## src/rtl/vvsl_sqrt_cell.sv

```systemverilog
`timescale 1ns / 1ps
`default_nettype none

// One root bit per cell: shift in two radicand bits, try (root<<2)|1.
module vvsl_sqrt_cell #(
  parameter int RW = 32,
  parameter int TW = 8
) (
  input  wire logic              clk_i,
  input  wire logic              rst_ni,
  input  wire logic              en_i,
  input  wire logic              valid_i,
  input  wire logic [2*RW-1:0]   rad_i,
  input  wire logic [RW:0]       rem_i,
  input  wire logic [RW-1:0]     root_i,
  input  wire logic [TW-1:0]     tag_i,
  output logic                   valid_o,
  output logic [2*RW-1:0]        rad_o,
  output logic [RW:0]            rem_o,
  output logic [RW-1:0]          root_o,
  output logic [TW-1:0]          tag_o
);

  logic [RW+2:0] cand;
  logic [RW+2:0] trial;
  logic [RW+2:0] diff;
  logic          ge;

  assign cand  = {rem_i, rad_i[2*RW-1 -: 2]};
  assign trial = {1'b0, root_i, 2'b01};
  assign diff  = cand - trial;
  assign ge    = (cand >= trial);

  always_ff @(posedge clk_i or negedge rst_ni) begin
    if (!rst_ni) begin
      valid_o <= 1'b0;
    end else if (en_i) begin
      valid_o <= valid_i;
    end
  end

  always_ff @(posedge clk_i) begin
    if (en_i) begin
      rad_o  <= {rad_i[2*RW-3:0], 2'b00};
      rem_o  <= ge ? diff[RW:0] : cand[RW:0];
      root_o <= {root_i[RW-2:0], ge};
      tag_o  <= tag_i;
    end
  end

endmodule

`default_nettype wire

```

## src/rtl/vvsl_sqrt.sv

```systemverilog
`timescale 1ns / 1ps
`default_nettype none

// Pipelined integer square root: floor(sqrt(rad)), one cell per root bit.
module vvsl_sqrt #(
  parameter int RW = 32,
  parameter int TW = 8
) (
  input  wire logic            clk_i,
  input  wire logic            rst_ni,
  input  wire logic            en_i,
  input  wire logic            valid_i,
  input  wire logic [2*RW-1:0] rad_i,
  input  wire logic [TW-1:0]   tag_i,
  output logic                 valid_o,
  output logic [RW-1:0]        root_o,
  output logic [TW-1:0]        tag_o
);

  logic                 v    [RW+1];
  logic [2*RW-1:0]      rad  [RW+1];
  logic [RW:0]          rem  [RW+1];
  logic [RW-1:0]        root [RW+1];
  logic [TW-1:0]        tag  [RW+1];

  assign v[0]    = valid_i;
  assign rad[0]  = rad_i;
  assign rem[0]  = '0;
  assign root[0] = '0;
  assign tag[0]  = tag_i;

  for (genvar k = 0; k < RW; k++) begin : g_cell
    vvsl_sqrt_cell #(.RW(RW), .TW(TW)) u_cell (
      .clk_i   (clk_i),
      .rst_ni  (rst_ni),
      .en_i    (en_i),
      .valid_i (v[k]),
      .rad_i   (rad[k]),
      .rem_i   (rem[k]),
      .root_i  (root[k]),
      .tag_i   (tag[k]),
      .valid_o (v[k+1]),
      .rad_o   (rad[k+1]),
      .rem_o   (rem[k+1]),
      .root_o  (root[k+1]),
      .tag_o   (tag[k+1])
    );
  end

  assign valid_o = v[RW];
  assign root_o  = root[RW];
  assign tag_o   = tag[RW];

endmodule

`default_nettype wire

```

## config.mk

```make
export PLATFORM = sky130hd
export DESIGN_NAME = vvsl_sqrt
export DESIGN_NICKNAME = d
export VERILOG_FILES = /design/src/rtl/vvsl_sqrt_cell.sv /design/src/rtl/vvsl_sqrt.sv
export SDC_FILE = /design/constraint.sdc
export NUM_CORES = 2
export LEC_CHECK = 0
export CAP_MARGIN = 25
export CORE_ASPECT_RATIO = 0.7
export CORE_MARGIN = 2
export CORE_UTILIZATION = 55
export CTS_CLUSTER_SIZE = 25
export DETAILED_ROUTE_END_ITERATION = 6
export DONT_BUFFER_PORTS = 1
export PLACE_DENSITY = 0.72
export SYNTH_ARGS = -nofsm -noshare
export SYNTH_HDL_FRONTEND = slang
export SYNTH_SLANG_ARGS = --single-unit
```

## constraint.sdc

```tcl
create_clock -name clk_i -period 3.39 [get_ports clk_i]
set_input_delay 0.678 -clock clk_i [delete_from_list [all_inputs] [get_ports clk_i]]
set_output_delay 0.678 -clock clk_i [all_outputs]
set_load 0.01 [all_outputs]
```

==> run summary <==
Seq cells post-synth -> 2783
Clk pwr share -> 30.9%
Worst slew pin tran -> 1.15 ns
CTS Buf Count -> 276
Total congestion overflow -> 0
CTS tree -> done
Hold WC Path Type -> input pin to flop
Crit Path Max Fanout -> 6
Most used DFF post-synth -> edfxtp_1
Clock-pin slew on the worst setup and hold paths -> 0.06 ns
Largest net degree at the start of global routing -> 299
Met3 Wirelength -> 20600 um
Area growth syn-to-layout -> 14.9%
Fin Setup TNS -> -1.09 ns
Met1 WL -> 130000 um
# DRC -> 4
Worst r2r src -> g_cell[4].u_cell.rem_o[9]
Post-synthesis xor/xnor area fraction -> 5.58%
VDD IR max -> 0.544 mV
Most frequent cells in the layout -> 2751 x edfxtp_1, 696 x inv_1, 596 x a21oi_1
Clk buf depth -> 4
MaxCap Viol Count -> 0
H-tree depth reported by CTS -> 5
Arrival time at the worst endpoint -> 4.09 ns
Uppermost routed layer -> met5
Fill count -> 16598
Post-synth EDFFs -> 2751
Failing checks -> DRC, setup timing
Mux cell area share after synthesis -> 0.986%
GRT Util Overall -> 22.1%
Crit. End Element -> flop
Final hold vios -> 0
# IOs -> 117
Vias per cell -> 5.76
Setup WS pre-CTS -> -1.46 ns
Slew headroom -> 23.3%
WS Path Type -> flop to flop
Fin crit share -> 103%
Vias in the first global route -> 72079
Routed length on met2 -> 108000 um
P per Cell Area -> 679 mW/mm2
DP HPWL -> 182000 um
First-pass GRT wire length -> 407000 um
FF-to-FF setup slack -> -0.12 ns
Slew Limit Fails -> 0
RSZ-0062 raised after global routing -> true
DRT Wirelength -> 263000 um
Status -> finished with violations
Final Util -> 63.6%
Reg power frac -> 47.1%
Mapped Cells -> 9360
Tmin final -> 3.51 ns
Die area -> 0.232 mm2
GPL Wtd Cong -> 0.975
CP Capture Point -> g_cell[5].u_cell.rem_o[26]
Sequential area share after synthesis -> 66.6%
Avg Cell Area, Syn -> 13.4 um2
Reg-to-Reg End -> g_cell[5].u_cell.rem_o[26]
Switching share of power -> 28.4%
Setup-failing EPs final -> 21
Ys async rst share -> 1.15%
Die W -> 574 um
Synth Area in Adders -> 5.61%
Unique masters post-synth -> 88
Yosys warning count -> 0
Hold Startpoint -> en_i
Fmax -> 0.285 GHz
R2R depth -> 9
Internal Power -> 70.0 mW
Final ANT Viol Nets -> 0
Final net count -> 10714
DRT iter0 DRCs -> 8540
Hold Slack -> 0.199 ns
Row cnt -> 146
Compound-Gate Fraction of Synth Area -> 9.12%
Pre-Repair DR Iteration Count -> 7
Crit start category -> flop
Total vias in the final route -> 76704
Root buf cell -> clkbuf_16
Core Region -> 0.226 mm2
Leak -> 55.2 nW
Post-synth net total -> 9997
Most common cell after layout, fill and taps aside -> edfxtp_1
Sw Pwr -> 27.8 mW
Worst Clk Skew -> 0.0549 ns
Mapped Area -> 0.125 mm2
Worst Setup SP -> g_cell[4].u_cell.rem_o[9]
Initial antenna violation count -> 4
CTS Sinks -> 2783
WL/cell -> 19.8 um
Clock Latency Late Sink -> 0.87 ns
Share of cells above drive strength 1 -> 12.7%
Simple-gate portion of the synthesized area -> 9.36%
Largest family of logic cells by synthesized area -> simple AND/OR/NAND/NOR gates
Starting density of the core -> 55.3%
Logic pwr share -> 21.9%
Post-layout worst setup margin -> -0.115 ns
Die H -> 403 um
# port buffers -> 0
Worst EP required -> 3.97 ns
## power groups by stage
| stage | registers [mW] | logic (mW) | clock network (mW) |
|---|---|---|---|
| 4_1_cts | 46.0 | 20.6 | 31.1 |
| 6_report | 46.1 | 21.4 | 30.2 |
| 3_5_place_dp | 46.7 | 20.2 | 0 |
| 5_1_grt | 46.5 | 23.5 | 32.4 |
| 3_3_place_gp | 46.6 | 19.8 | 0 |
| 2_1_floorplan | 45.4 | 13.9 | 0 |
## metal layers
layer / up-vias / track usage (%)
met5: - / 0
met1: 37552 / 36.6
met2: 2472 / 30.3
met3: 371 / 3.75
met4: 2 / 4.64
li1: 36307 / -
## state kept, by name, indices dropped and copies added, names as in the netlist
name and count:
g_cell.u_cell.valid_o 32, g_cell.u_cell.rem_o 975, g_cell.u_cell.rad_o 992, g_cell.u_cell.tag_o 256
g_cell.u_cell.root_o 528
## cell usage after synthesis (32+ instances only)
library cell | count | share of area [%]
a211oi_1 | 50 | 0.30
a21oi_1 | 615 | 2.5
o21bai_1 | 48 | 0.29
or2_2 | 48 | 0.24
ha_1 | 561 | 5.6
nand2_1 | 578 | 1.7
inv_1 | 700 | 2.1
o21ai_0 | 425 | 1.7
o31ai_1 | 71 | 0.43
o21a_1 | 101 | 0.61
xor2_1 | 393 | 2.7
o211ai_1 | 44 | 0.26
nand4_1 | 99 | 0.49
nor3_1 | 249 | 1.0
mux2_2 | 91 | 0.82
a21o_1 | 225 | 1.3
clkbuf_1 | 183 | 0.55
nor2b_1 | 86 | 0.43
or4_1 | 69 | 0.41
xnor2_1 | 405 | 2.8
a31oi_1 | 56 | 0.28
or3_1 | 92 | 0.46
and3_1 | 57 | 0.28
nor2_1 | 568 | 1.7
nand3_1 | 151 | 0.60
nand2b_1 | 110 | 0.55
nor4_1 | 111 | 0.55
dfrtp_1 | 32 | 0.64
edfxtp_1 | 2751 | 66
## stage by stage
step	instance area (um2)	std cells	power [mW]
after floorplan	125000	9360	59.3
after global placement	132000	12701	66.4
after detailed placement	132000	12701	66.9
after CTS	143000	13266	97.8
after global routing	144000	13311	102
final	144000	13313	97.7
## critical path, stage by stage (launching register included)
cell and delay [ns]:
edfxtp_1 0.39, or4_4 0.55, or3_4 0.35, or3_4 0.35, or4_4 0.46, nor3_4 0.26
or3b_4 0.52, nand2_8 0.14, nor4b_1 0.08, xor2_1 0.15
## final cells by class
type                       instances  area (um2)  area share (%)
sequential                      2783       83400            58.0
multi-input combinational       5673       39600            27.5
clock buffer                     338        7340            5.10
timing repair buffer             641        5650            3.92
tap                             3034        3800            2.64
inverter                         702        2640            1.83
clock inverter                   140        1490            1.04
antenna                            2        5.00         0.00348
## kinds of logic after synthesis
logic type,count (synthesis)
compound gates,1840
xor+xnor,798
fa+ha+maj,561
buf+inv,906
flops,2783
mux,112
other cells,1
simple gates,2359
## how the worst min path moves through the flow
stage | end | depth (start not counted) | slack (ns)
3_3_place_gp | g_cell[0].u_cell.valid_o | 0 | 0.38
5_1_grt | g_cell[0].u_cell.rad_o[33] | 1 | 0.16
6_report | g_cell[0].u_cell.rad_o[33] | 1 | 0.20
4_1_cts | g_cell[1].u_cell.rad_o[32] | 1 | 0.13
2_1_floorplan | g_cell[0].u_cell.valid_o | 0 | 0.38
3_5_place_dp | g_cell[0].u_cell.valid_o | 0 | 0.38
## repair_timing
item                                    in CTS  in global routing
gates cloned                                 5                  5
pin swaps                                    6                 46
buffers inserted                             5                 39
hold buffers                                77                  0
gates resized for setup                     57                216
endpoints found under the setup margin     648                580
hold endpoints to repair                   152                  0
(Power assumes the default switching activity.)
